==> src/pmacc_pkg.sv <==
// types, constants and gain table shared by the pointer motion accelerator
package pmacc_pkg;

  localparam int unsigned TimeW   = 64;
  localparam int unsigned DeltaW  = 24;
  localparam int unsigned MagW    = 24;
  localparam int unsigned SpeedW  = 5;
  localparam int unsigned SizeW   = 13;
  localparam int unsigned StepW   = 16;
  localparam int unsigned GainW   = 10;
  localparam int unsigned BoundW  = 16;
  localparam int unsigned MulAW   = 39;
  localparam int unsigned ProdW   = MulAW + SizeW;
  localparam int unsigned AccW    = ProdW - 16 + 1;
  localparam int unsigned QuoW    = 16;
  localparam int unsigned DvsW    = TimeW + QuoW;
  localparam int unsigned CntW    = 4;
  localparam int unsigned CfgIdxW = 2;
  localparam int unsigned CfgW    = SizeW;

  localparam int unsigned GainBins = 6;

  localparam logic [BoundW-1:0] BinBound [16] = '{
    16'd5, 16'd16, 16'd23, 16'd32, 16'd41, 16'd128, 16'd128, 16'd128,
    16'd128, 16'd128, 16'd128, 16'd128, 16'd128, 16'd128, 16'd128, 16'd128
  };
  localparam logic [GainW-1:0] BinGain [16] = '{
    10'd154, 10'd256, 10'd307, 10'd461, 10'd538, 10'd717, 10'd717, 10'd717,
    10'd717, 10'd717, 10'd717, 10'd717, 10'd717, 10'd717, 10'd717, 10'd717
  };

  localparam logic [SpeedW-1:0] SpeedReset  = 5'd10;
  localparam logic [SizeW-1:0]  WidthReset  = 13'd1920;
  localparam logic [SizeW-1:0]  HeightReset = 13'd1080;

  localparam logic StatusOk     = 1'b0;
  localparam logic StatusReject = 1'b1;

  typedef enum logic [CfgIdxW-1:0] {
    CFG_SPEED  = 2'd0,
    CFG_WIDTH  = 2'd1,
    CFG_HEIGHT = 2'd2
  } cfg_reg_e;

  typedef enum logic [3:0] {
    ST_IDLE,
    ST_PREP,
    ST_MUL_SPEED,
    ST_MUL_GAIN,
    ST_MUL_SIZE,
    ST_ROUND,
    ST_SAT,
    ST_DIV,
    ST_FIX,
    ST_CURSOR
  } state_e;

  typedef struct packed {
    logic [TimeW-1:0]         timestamp_us;
    logic signed [DeltaW-1:0] delta_x;
    logic signed [DeltaW-1:0] delta_y;
  } in_item_t;

  typedef struct packed {
    logic                    status;
    logic signed [StepW-1:0] step_x;
    logic signed [StepW-1:0] step_y;
    logic [SizeW-1:0]        cursor_x;
    logic [SizeW-1:0]        cursor_y;
  } out_item_t;

  // gain in q8 from ceil(mag / 256)
  function automatic logic [GainW-1:0] gain_for(input logic [MagW-1:0] mag);
    logic [MagW:0]    sum;
    logic [MagW-8:0]  n;
    logic [GainW-1:0] g;
    logic             hit;
    sum = {1'b0, mag} + (MagW+1)'(255);
    n   = sum[MagW:8];
    g   = BinGain[GainBins-1];
    hit = 1'b0;
    for (int i = 0; i < 16; i++) begin
      if (!hit && (i < GainBins) && (n <= (MagW-7)'(BinBound[i]))) begin
        g   = BinGain[i];
        hit = 1'b1;
      end
    end
    return g;
  endfunction

endpackage

==> src/pointer_motion_accelerator_core.sv <==
// pointer motion accelerator: sequencer around one shared multiplier and divider step
//
//   channel  direction  handshake              payload
//   in       input      in_valid_i/in_stall_o  in_data_i   (timestamp, dx, dy)
//   out      output     out_valid_o/out_stall_i out_data_o (status, steps, cursor)
//   cfg      input      cfg_we_i               cfg_idx_i, cfg_data_i
//
// a motion item runs, per axis, three multiply steps, a rounding and an overflow check,
// then 16 restoring divide steps and a fix-up step, before the cursor update
// a rejected item (time not advancing) skips the axis steps and goes straight to the cursor update
// rst_ni resets the sequencer, configuration, time and cursor state asynchronously
// in_stall_o is high while an item is in work; a stalled result waits in the output
// register and the next item is taken meanwhile
module pointer_motion_accelerator_core (
  input  logic                                clk_i,
  input  logic                                rst_ni,
  input  logic                                in_valid_i,
  output logic                                in_stall_o,
  input  pmacc_pkg::in_item_t                 in_data_i,
  output logic                                out_valid_o,
  input  logic                                out_stall_i,
  output pmacc_pkg::out_item_t                out_data_o,
  input  logic                                cfg_we_i,
  input  logic [pmacc_pkg::CfgIdxW-1:0]       cfg_idx_i,
  input  logic [pmacc_pkg::CfgW-1:0]          cfg_data_i
);
  import pmacc_pkg::*;

  state_e                  state_q, state_d;
  logic [SpeedW-1:0]       speed_q, speed_d;
  logic [SizeW-1:0]        width_q, width_d;
  logic [SizeW-1:0]        height_q, height_d;
  logic [TimeW-1:0]        last_time_q, last_time_d;
  logic [SizeW-1:0]        pos_x_q, pos_x_d;
  logic [SizeW-1:0]        pos_y_q, pos_y_d;
  logic                    pos_valid_q, pos_valid_d;
  logic                    out_valid_q, out_valid_d;

  in_item_t                in_q, in_d;
  out_item_t               out_q, out_d;
  logic [TimeW-1:0]        dt_q, dt_d;
  logic                    reject_q, reject_d;
  logic                    axis_q, axis_d;
  logic [GainW-1:0]        gain_q, gain_d;
  logic [ProdW-1:0]        prod_q, prod_d;
  logic [AccW-1:0]         rem_q, rem_d;
  logic [DvsW-1:0]         dvs_q, dvs_d;
  logic [QuoW-1:0]         quo_q, quo_d;
  logic [CntW-1:0]         cnt_q, cnt_d;
  logic                    sat_q, sat_d;
  logic signed [StepW-1:0] step_x_q, step_x_d;
  logic signed [StepW-1:0] step_y_q, step_y_d;

  logic signed [DeltaW-1:0] cur_delta;
  logic [DeltaW-1:0]        cur_delta_u;
  logic                     cur_neg;
  logic [MagW-1:0]          cur_mag;
  logic [SizeW-1:0]         cur_size;
  logic [MulAW-1:0]         mul_a;
  logic [SizeW-1:0]         mul_b;
  logic [ProdW-1:0]         mul_p;
  logic [ProdW:0]           rnd_sum;
  logic                     div_ge;
  logic [QuoW:0]            q_ceil;
  logic [QuoW:0]            q_lim;
  logic [QuoW:0]            q_sat;
  logic signed [StepW-1:0]  step_val;
  logic                     time_stale;
  logic                     out_free;
  logic                     in_fire;

  function automatic logic [SizeW-1:0] clamp_pos(input logic [SizeW-1:0] pos,
                                                 input logic signed [StepW-1:0] step,
                                                 input logic [SizeW-1:0] size);
    logic signed [SizeW+4:0] p;
    logic [SizeW-1:0]        hi;
    logic [SizeW-1:0]        r;
    p  = $signed({5'b0, pos}) + (SizeW+5)'(step);
    hi = (size == '0) ? '0 : size - 1'b1;
    if (p < 0) begin
      r = '0;
    end else if (p > $signed({5'b0, hi})) begin
      r = hi;
    end else begin
      r = p[SizeW-1:0];
    end
    return r;
  endfunction

  assign in_stall_o  = (state_q != ST_IDLE);
  assign out_valid_o = out_valid_q;
  assign out_data_o  = out_q;
  assign in_fire     = in_valid_i && !in_stall_o;
  assign out_free    = !out_valid_q || !out_stall_i;

  // current axis operands
  assign cur_delta   = axis_q ? in_q.delta_y : in_q.delta_x;
  assign cur_delta_u = cur_delta;
  assign cur_neg     = cur_delta[DeltaW-1];
  assign cur_mag     = cur_neg ? (~cur_delta_u + 1'b1) : cur_delta_u;
  assign cur_size    = axis_q ? height_q : width_q;

  // shared multiplier
  always_comb begin
    mul_a = prod_q[MulAW-1:0];
    mul_b = cur_size;
    case (state_q)
      ST_MUL_SPEED: begin
        mul_a = MulAW'(cur_mag);
        mul_b = SizeW'(speed_q);
      end
      ST_MUL_GAIN: begin
        mul_b = SizeW'(gain_q);
      end
      default: begin
        mul_b = cur_size;
      end
    endcase
  end
  assign mul_p = ProdW'(mul_a) * ProdW'(mul_b);

  assign rnd_sum    = {1'b0, prod_q} + (ProdW+1)'(16'hFFFF);
  assign div_ge     = ({(DvsW-AccW)'(0), rem_q} >= dvs_q);
  assign q_ceil     = {1'b0, quo_q} + (QuoW+1)'(rem_q != '0);
  assign q_lim      = cur_neg ? (QuoW+1)'(32768) : (QuoW+1)'(32767);
  assign q_sat      = (sat_q || (q_ceil > q_lim)) ? q_lim : q_ceil;
  assign step_val   = StepW'(cur_neg ? ((QuoW+1)'(0) - q_sat) : q_sat);
  assign time_stale = (in_q.timestamp_us <= last_time_q);

  // next state
  always_comb begin
    state_d = state_q;
    unique case (state_q)
      ST_IDLE:      if (in_fire) state_d = ST_PREP;
      ST_PREP:      state_d = time_stale ? ST_CURSOR : ST_MUL_SPEED;
      ST_MUL_SPEED: state_d = ST_MUL_GAIN;
      ST_MUL_GAIN:  state_d = ST_MUL_SIZE;
      ST_MUL_SIZE:  state_d = ST_ROUND;
      ST_ROUND:     state_d = ST_SAT;
      ST_SAT:       state_d = ST_DIV;
      ST_DIV:       if (cnt_q == CntW'(QuoW-1)) state_d = ST_FIX;
      ST_FIX:       state_d = axis_q ? ST_CURSOR : ST_MUL_SPEED;
      ST_CURSOR:    if (out_free) state_d = ST_IDLE;
      default:      state_d = ST_IDLE;
    endcase
  end

  // datapath and outputs
  always_comb begin
    speed_d     = speed_q;
    width_d     = width_q;
    height_d    = height_q;
    last_time_d = last_time_q;
    pos_x_d     = pos_x_q;
    pos_y_d     = pos_y_q;
    pos_valid_d = pos_valid_q;
    out_valid_d = out_valid_q && out_stall_i;
    in_d        = in_q;
    out_d       = out_q;
    dt_d        = dt_q;
    reject_d    = reject_q;
    axis_d      = axis_q;
    gain_d      = gain_q;
    prod_d      = prod_q;
    rem_d       = rem_q;
    dvs_d       = dvs_q;
    quo_d       = quo_q;
    cnt_d       = cnt_q;
    sat_d       = sat_q;
    step_x_d    = step_x_q;
    step_y_d    = step_y_q;

    if (cfg_we_i) begin
      unique case (cfg_idx_i)
        CFG_SPEED:  speed_d  = cfg_data_i[SpeedW-1:0];
        CFG_WIDTH:  width_d  = cfg_data_i[SizeW-1:0];
        CFG_HEIGHT: height_d = cfg_data_i[SizeW-1:0];
        default:    speed_d  = speed_q;
      endcase
    end

    unique case (state_q)
      ST_IDLE: begin
        if (in_fire) in_d = in_data_i;
      end
      ST_PREP: begin
        dt_d     = in_q.timestamp_us - last_time_q;
        reject_d = time_stale;
        axis_d   = 1'b0;
        step_x_d = '0;
        step_y_d = '0;
        if (!pos_valid_q) begin
          pos_x_d     = width_q >> 1;
          pos_y_d     = height_q >> 1;
          pos_valid_d = 1'b1;
        end
      end
      ST_MUL_SPEED: begin
        prod_d = mul_p;
        gain_d = gain_for(cur_mag);
      end
      ST_MUL_GAIN: begin
        prod_d = mul_p;
      end
      ST_MUL_SIZE: begin
        prod_d = mul_p;
      end
      ST_ROUND: begin
        rem_d = rnd_sum[ProdW:16];
      end
      ST_SAT: begin
        sat_d = ({(DvsW-AccW)'(0), rem_q} >= {dt_q, 16'b0});
        dvs_d = {1'b0, dt_q, 15'b0};
        quo_d = '0;
        cnt_d = '0;
      end
      ST_DIV: begin
        if (div_ge) rem_d = rem_q - dvs_q[AccW-1:0];
        quo_d = {quo_q[QuoW-2:0], div_ge};
        dvs_d = dvs_q >> 1;
        cnt_d = cnt_q + 1'b1;
      end
      ST_FIX: begin
        if (axis_q) begin
          step_y_d = step_val;
        end else begin
          step_x_d = step_val;
          axis_d   = 1'b1;
        end
      end
      ST_CURSOR: begin
        if (out_free) begin
          out_valid_d = 1'b1;
          if (reject_q) begin
            out_d.status   = StatusReject;
            out_d.step_x   = '0;
            out_d.step_y   = '0;
            out_d.cursor_x = pos_x_q;
            out_d.cursor_y = pos_y_q;
          end else begin
            pos_x_d        = clamp_pos(pos_x_q, step_x_q, width_q);
            pos_y_d        = clamp_pos(pos_y_q, step_y_q, height_q);
            last_time_d    = in_q.timestamp_us;
            out_d.status   = StatusOk;
            out_d.step_x   = step_x_q;
            out_d.step_y   = step_y_q;
            out_d.cursor_x = pos_x_d;
            out_d.cursor_y = pos_y_d;
          end
        end
      end
      default: begin
        axis_d = 1'b0;
      end
    endcase
  end

  always_ff @(posedge clk_i or negedge rst_ni) begin
    if (!rst_ni) begin
      state_q     <= ST_IDLE;
      speed_q     <= SpeedReset;
      width_q     <= WidthReset;
      height_q    <= HeightReset;
      last_time_q <= '0;
      pos_x_q     <= '0;
      pos_y_q     <= '0;
      pos_valid_q <= 1'b0;
      out_valid_q <= 1'b0;
    end else begin
      state_q     <= state_d;
      speed_q     <= speed_d;
      width_q     <= width_d;
      height_q    <= height_d;
      last_time_q <= last_time_d;
      pos_x_q     <= pos_x_d;
      pos_y_q     <= pos_y_d;
      pos_valid_q <= pos_valid_d;
      out_valid_q <= out_valid_d;
    end
  end

  always_ff @(posedge clk_i) begin
    in_q     <= in_d;
    out_q    <= out_d;
    dt_q     <= dt_d;
    reject_q <= reject_d;
    axis_q   <= axis_d;
    gain_q   <= gain_d;
    prod_q   <= prod_d;
    rem_q    <= rem_d;
    dvs_q    <= dvs_d;
    quo_q    <= quo_d;
    cnt_q    <= cnt_d;
    sat_q    <= sat_d;
    step_x_q <= step_x_d;
    step_y_q <= step_y_d;
  end

endmodule

==> config.mk <==
export PLATFORM = sky130hd
export DESIGN_NAME = pointer_motion_accelerator_core
export DESIGN_NICKNAME = d
export VERILOG_FILES = /design/src/pmacc_pkg.sv /design/src/pointer_motion_accelerator_core.sv
export SDC_FILE = /design/constraint.sdc
export NUM_CORES = 2
export LEC_CHECK = 0
export ABC_AREA = 1
export BUFFER_PORTS_ARGS = -buffer_cell sky130_fd_sc_hd__buf_4
export CAP_MARGIN = 30
export CORE_AREA = 10 10 321 323
export CTS_CLUSTER_DIAMETER = 60
export DETAILED_ROUTE_END_ITERATION = 8
export DIE_AREA = 0 0 331 333
export PLACE_DENSITY = 0.7
export SETUP_SLACK_MARGIN = 0.1
export SLEW_MARGIN = 20
export SYNTH_ARGS = -nofsm -noshare
export SYNTH_HDL_FRONTEND = slang
export SYNTH_SLANG_ARGS = --single-unit
==> constraint.sdc <==
create_clock -name clk_i -period 8.55 [get_ports clk_i]
set_input_delay 0.4275 -clock clk_i [delete_from_list [all_inputs] [get_ports clk_i]]
set_output_delay 0.4275 -clock clk_i [all_outputs]
set_load 0.005 [all_outputs]
== Word level (Yosys, flattened, before mapping) ==
Cells that the tools add are included.

* Add/subtract/negate cells: 12
* $mul: 1
* Divide/modulo/power cells: 0
* $lt $le $gt $ge: 14
* Eq/ne operators: 20
* Shifts and indexed selects: 0
* Mux-type cells: 56
* Bitwise logic cells: 2
* Reduce and logical (&&, ||, !) cells: 42

{| class="wikitable"
|+ Operator list
! operator !! number
|-
| 13-bit 2-to-1 mux || 13
|-
| 37-bit by 80-bit greater-or-equal comparator with 1-bit output || 2
|-
| 80-bit case mux with 2 select lines || 1
|-
| 16-bit case mux with 2 select lines || 3
|-
| 16-bit 2-to-1 mux || 5
|-
| 13-bit case mux with 2 select lines || 3
|-
| 37-bit case mux with 2 select lines || 1
|-
| 64-bit less-or-equal comparator || 1
|-
| 64-bit subtractor || 1
|-
| 59-bit 2-to-1 mux || 1
|-
| 52-bit by 16-bit adder with 53-bit output (second input constant) || 1
|-
| 39-bit by 13-bit multiplier with 52-bit output || 1
|-
| 24-bit 2-to-1 mux || 2
|-
| 10-bit 2-to-1 mux || 4
|-
| 4-bit case mux with 10 select lines || 1
|-
| 39-bit 2-to-1 mux || 1
|-
| 37-bit 2-to-1 mux || 1
|-
| 37-bit nonzero test || 1
|-
| 37-bit subtractor || 1
|-
| 14-bit by 16-bit adder with 17-bit output || 2
|-
| 17-bit by 14-bit greater-than comparator with 1-bit output || 2
|-
| 17-bit by 5-bit less-or-equal comparator with 1-bit output (second input constant) || 2
|-
| 17-bit by 6-bit less-or-equal comparator with 1-bit output (second input constant) || 2
|-
| 17-bit by 1-bit less-than comparator with 1-bit output (second input constant) || 2
|-
| other kinds (37) || 93
|}

* Register bits: 596
* Bits in latches: 0
* Memory bits (writable): 0
* Bits in read-only memories: 0
* Output and inout bits: 61
* Memories kept: 0

== Depth between registers and ports, before layout ==
* Depth in word-level cells: 27
* Depth in mapped cells: 40
* Depth with buffers taken out: 38

== Worst setup path before layout ==
Ideal clock, no wire load.

* Path kind: register -> register
* From: register axis_q
* To: register prod_q[48], data pin
* Data arrival time: 6719 ps
* Data required time: 8291 ps
* Setup slack: 1572 ps
* Cell stages (with the launch flop): 40
* Buffers on the path: 2
* Path through: edfxtp_1 > buf_6 > inv_4 > buf_8 > nand2_1 > nand2_1 > ha_1 > nand3_1 > nor2_2 > nand3_1 > nand2_1 > nand2_1 > nand2_2 > inv_2 > nand2_1 > o21ai_1 > inv_1 > nor2_1 > [4 not listed] > fa_1 > inv_1 > fa_1 > inv_1 > fa_1 > ha_1 > a21oi_1 > o21ai_0 > a21oi_1 > o21ai_0 > a21oi_1 > inv_1 > a21boi_0 > o21ai_0 > nand3_1 > nand2_1 > a31oi_1 > xnor2_1

* Cells in the longest elaborated chain, start to end: 6
* Elaborated cells on any way between the ends: 8

{| class="wikitable"
|+ Ends and longest elaborated chain
! element !! RTL line !! source
|-
| start: declaration || pointer_motion_accelerator_core.sv:43 || <nowiki>logic axis_q, axis_d;</nowiki>
|-
| start signal: assignment || pointer_motion_accelerator_core.sv:287 || <nowiki>axis_q <= axis_d;</nowiki>
|-
| 24-bit 2-to-1 mux || pointer_motion_accelerator_core.sv:97 || <nowiki>assign cur_delta = axis_q ? in_q.delta_y : in_q.delta_x;</nowiki>
|-
| 24-bit NOT || pointer_motion_accelerator_core.sv:100 || <nowiki>assign cur_mag = cur_neg ? (~cur_delta_u + 1'b1) : cur_delta_u;</nowiki>
|-
| 24-bit by 1-bit adder with 24-bit output || pointer_motion_accelerator_core.sv:100 ||
|-
| 24-bit 2-to-1 mux || pointer_motion_accelerator_core.sv:100 ||
|-
| 39-bit 2-to-1 mux || pointer_motion_accelerator_core.sv:107 || <nowiki>case (state_q)</nowiki>
|-
| 39-bit by 13-bit multiplier with 52-bit output (*) || pointer_motion_accelerator_core.sv:120 || <nowiki>assign mul_p = ProdW'(mul_a) * ProdW'(mul_b);</nowiki>
|-
| net mul_p[48] || pointer_motion_accelerator_core.sv:61 || <nowiki>logic [ProdW-1:0] mul_p;</nowiki>
|-
| end signal: assignment || pointer_motion_accelerator_core.sv:289 || <nowiki>prod_q <= prod_d;</nowiki>
|-
| end: declaration || pointer_motion_accelerator_core.sv:45 || <nowiki>logic [ProdW-1:0] prod_q, prod_d;</nowiki>
|}

Mark *: on every way through the listed nets, which the timed path passes. The rest lies on a longest branch.
A chain may end at the register's enable or synchronous reset.

== Worst setup path in the final report ==
* From: register axis_q
* To: register prod_q[44], data pin

Same word-level chain as after synthesis.

==> impl_metrics.tcl <==
set metrics [dict create \
    register_area_um2 17200 \
    fin_ws_ns 0.542 \
    yosysTopAreaCellShare_pct 27.5 \
    synth.area.top_cells "sky130_fd_sc_hd__edfxtp_1 (27%), sky130_fd_sc_hd__fa_1 (16%), sky130_fd_sc_hd__nand2_1 (10%), sky130_fd_sc_hd__inv_1 (8.3%), sky130_fd_sc_hd__ha_1 (7.2%)" \
    first_global_vias 42900 \
    cts-buffers-inserted 79 \
    regToRegSetupSlack_ns 0.54 \
    grt_antenna_before_repair 1 \
    global_routing_usage_summed_across_all_routing_layers_pct 25.8 \
    worstHoldPathType "in -> reg" \
    worstHoldEndpoint "out_valid_o$_DFF_PN0_" \
    crit_path_start_kind "flip-flop" \
    dieHeight_um 333 \
    fmax_mhz 125 \
    yosysSeqAreaShare_pct 33.8 \
    synth_area_leader_cell "sky130_fd_sc_hd__edfxtp_1" \
    hold-path-cell-count 3 \
    regToRegEndpoint "prod_q[44]$_DFFE_PP_" \
    arrival_ns 8.40 \
    finalCriticalPeriod_ns 8.01 \
    place_worst_setup_slack_ns 0.407 \
    yosys_most_used_dff "sky130_fd_sc_hd__edfxtp_1" \
    timing.reg2reg.worst_path_depth 32 \
    grt-ovfl-total 0 \
    worst-path-stages 32 \
    syn-num-nets 7011 \
    port-buffer-count 192 \
    placementRows 114 \
    synth.ff_latch_count 593 \
    min-delay-start "out_stall_i" \
    layout-drive-gt1-share_pct 8.12 \
    detailroute.via_count 42400 \
    grt_pass1_wl_mm 228 \
    remaining_routing_drc_violations 0 \
    drt_first_pass_iters 8 \
    grt_max_degree 125 \
    postLayoutCoreUtil_pct 60.2 \
    finalHoldViolations 0 \
    gp_congestion 0.955 \
    timing.critical_path.required_ns 8.95 \
    max_cap_violations 0 \
    clk_pin_slew_ns 0.06 \
    finClkSkew_ns 0.0283 \
    h-tree-depth 3 \
    ys_warn_count 0 \
    wirelength_mm 142 \
    drt-vias-per-instance 5.40 \
    mappedNetlistArea_um2 50900 \
    cpMaxStageDelayCell "sky130_fd_sc_hd__fa_1" \
    fin_crit_sh_pct 93.7 \
    tightestPinTransition_ns 0.939 \
    syn-mean-instance-area_um2 8.24 \
    post_drt_wl_per_cell_um 18.1 \
    ant_nets 0 \
    fillers 8613 \
    post_dp_hpwl_mm 111 \
    start_util_pct 52.9 \
    drt-initial-drc-count 3064 \
    cpLargestDelayFamily "adder cells" \
    status "finished clean" \
    reg2reg_start "axis_q$_DFFE_PN_" \
    worst-path-max-fanout 39 \
    maxSlewHeadroom_pct 36.8 \
    buffer_cell_driving_the_clock_tree_root "sky130_fd_sc_hd__clkbuf_16" \
    standard_cell_core_area_um2 96300 \
    tritoncts "yes" \
    cp-end-kind "flip-flop" \
    worst_hold_slack_ns 0.0478 \
    cells_after_synth 6174 \
    diodes 0 \
    critical_path.max_stage_delay_ns 0.54 \
    timing.final.setup_violations 0 \
    cts_sinks 593 \
    timing.final.max_slew_violations 0 \
    setup_tns_final_ns 0 \
    boundaryPins 193 \
    setup_repair_after_global_routing_missed_its_margin "no" \
    flow.area_growth_from_synthesis_pct 14.0 \
    crit_type "reg -> reg" \
    die_area_um2 110000 \
    nNetsFinal 7336 \
    timing.critical_path.buf_inv 6 \
    async_flop_share_pct 21.4 \
    multi_input_area_um2 28900 \
    synth_edf_count 466 \
    number_of_unique_standard_cell_types_used_by_synthesis 63 \
    worstSkewPairLatency_ns 0.66 \
    clock_tree.buffer_depth 3 \
    horiz_die_dim_um 331 \
]
[cells in the final DEF, fill, tap and decap left out, types with 32 or more instances in the layout]
cell / n
sky130_fd_sc_hd__a21oi_1: 317
sky130_fd_sc_hd__a31oi_1: 52
sky130_fd_sc_hd__buf_4: 259
sky130_fd_sc_hd__clkbuf_16: 81
sky130_fd_sc_hd__dfrtp_1: 117
sky130_fd_sc_hd__dlygate4sd3_1: 113
sky130_fd_sc_hd__edfxtp_1: 466
sky130_fd_sc_hd__fa_1: 411
sky130_fd_sc_hd__ha_1: 294
sky130_fd_sc_hd__inv_1: 1116
sky130_fd_sc_hd__nand2_1: 1405
sky130_fd_sc_hd__nand2_2: 32
sky130_fd_sc_hd__nand3_1: 227
sky130_fd_sc_hd__nand4_1: 53
sky130_fd_sc_hd__nor2_1: 637
sky130_fd_sc_hd__nor3_1: 59
sky130_fd_sc_hd__nor4_1: 44
sky130_fd_sc_hd__o211ai_1: 34
sky130_fd_sc_hd__o21ai_0: 357
sky130_fd_sc_hd__xnor2_1: 52
sky130_fd_sc_hd__xor2_1: 132
[cell families after synthesis]
logic type,synth area share (%)
DFF,33.8
and+or+nand+nor,20.6
buffers and inverters,9.58
adders and majority gates,23.4
AOI/OAI and AO/OA,9.47
xor gates and xnor gates,3.17
[worst max-delay path by stage]
stage | slack, ns | startpoint | to
CTS | 0.36 | axis_q$_DFFE_PN_ | prod_q[46]$_DFFE_PP_
global placement | 0.50 | axis_q$_DFFE_PN_ | prod_q[46]$_DFFE_PP_
detailed placement | 0.41 | axis_q$_DFFE_PN_ | prod_q[46]$_DFFE_PP_
finish | 0.54 | axis_q$_DFFE_PN_ | prod_q[44]$_DFFE_PP_
floorplan | 1.57 | axis_q$_DFFE_PN_ | prod_q[48]$_DFFE_PP_
global route | 0.11 | axis_q$_DFFE_PN_ | prod_q[46]$_DFFE_PP_
[worst min-delay path: cells and delay by family]
| family | cells | cell delay (ns) |
|---|---|---|
| AND/OR/NAND/NOR | 2 | 0.14 |
| buffers and inverters | 1 | 0.10 |
[layer usage]
layer	up-vias	GRT usage, %	part of all wire, %
met1	20200	33.3	41
li1	20400	-	-
met2	1464	42.6	47
met3	294	4.11	6.9
met5	-	0	0
met4	0	11.0	4.8
[area by class of cell]
type	count	area share, %
multi-input combinational	4303	49.9
tap	1276	2.75
timing repair buffer	378	5.50
clock inverter	48	1.07
inverter	1144	7.42
sequential	593	29.6
clock buffer	100	3.72
[stage by stage]
stage | cell area [um2] | cells
after floorplan | 50900 | 6174
after global placement | 54000 | 7576
after detailed placement | 54000 | 7576
after CTS | 57900 | 7837
after global routing | 58000 | 7842
final | 58000 | 7842
[registers in the layout, indices dropped and copies added (netlist names), 4 cells and up]
signal	cells
width_q	13
out_data_o	59
in_q	112
cnt_q	4
state_q	4
gain_q	8
prod_q	52
dt_q	64
quo_q	16
rem_q	37
speed_q	5
height_q	13
step_y_q	16
pos_x_q	13
pos_y_q	13
last_time_q	64
dvs_q	79
step_x_q	16
[synthesized netlist by cell type (6+ instances only)]
cell	number
sky130_fd_sc_hd__dfrtp_1	117
sky130_fd_sc_hd__or2_2	9
sky130_fd_sc_hd__a21oi_1	319
sky130_fd_sc_hd__nand3_2	9
sky130_fd_sc_hd__dfstp_2	10
sky130_fd_sc_hd__o21ai_0	359
sky130_fd_sc_hd__nor3_1	59
sky130_fd_sc_hd__o21a_1	16
sky130_fd_sc_hd__clkbuf_1	103
sky130_fd_sc_hd__ha_1	294
sky130_fd_sc_hd__nand3_1	227
sky130_fd_sc_hd__nand2_2	32
sky130_fd_sc_hd__fa_1	411
sky130_fd_sc_hd__xor2_1	132
sky130_fd_sc_hd__buf_2	13
sky130_fd_sc_hd__o21ai_1	28
sky130_fd_sc_hd__nand4_1	53
sky130_fd_sc_hd__nor4_1	44
sky130_fd_sc_hd__nor2_4	11
sky130_fd_sc_hd__edfxtp_1	466
sky130_fd_sc_hd__o21bai_1	9
sky130_fd_sc_hd__xnor2_1	52
sky130_fd_sc_hd__buf_1	10
sky130_fd_sc_hd__clkinv_1	9
sky130_fd_sc_hd__nor2_2	17
sky130_fd_sc_hd__nand3b_1	6
sky130_fd_sc_hd__nand2_1	1406
sky130_fd_sc_hd__o221ai_1	7
sky130_fd_sc_hd__nor2_1	643
sky130_fd_sc_hd__inv_1	1120
sky130_fd_sc_hd__a21boi_0	7
sky130_fd_sc_hd__a21o_1	21
sky130_fd_sc_hd__o211ai_1	34
sky130_fd_sc_hd__a31oi_1	52
sky130_fd_sc_hd__inv_2	14
[repair_timing]
item                       CTS  global route
hold endpoints to repair   176             0
setup endpoints to repair    0            22
gates resized for setup      0            15
hold buffers               113             0
buffers inserted             0             2
Power is not shown: default switching activity piles up to over one toggle a cycle in this logic, so the estimate is an artifact.
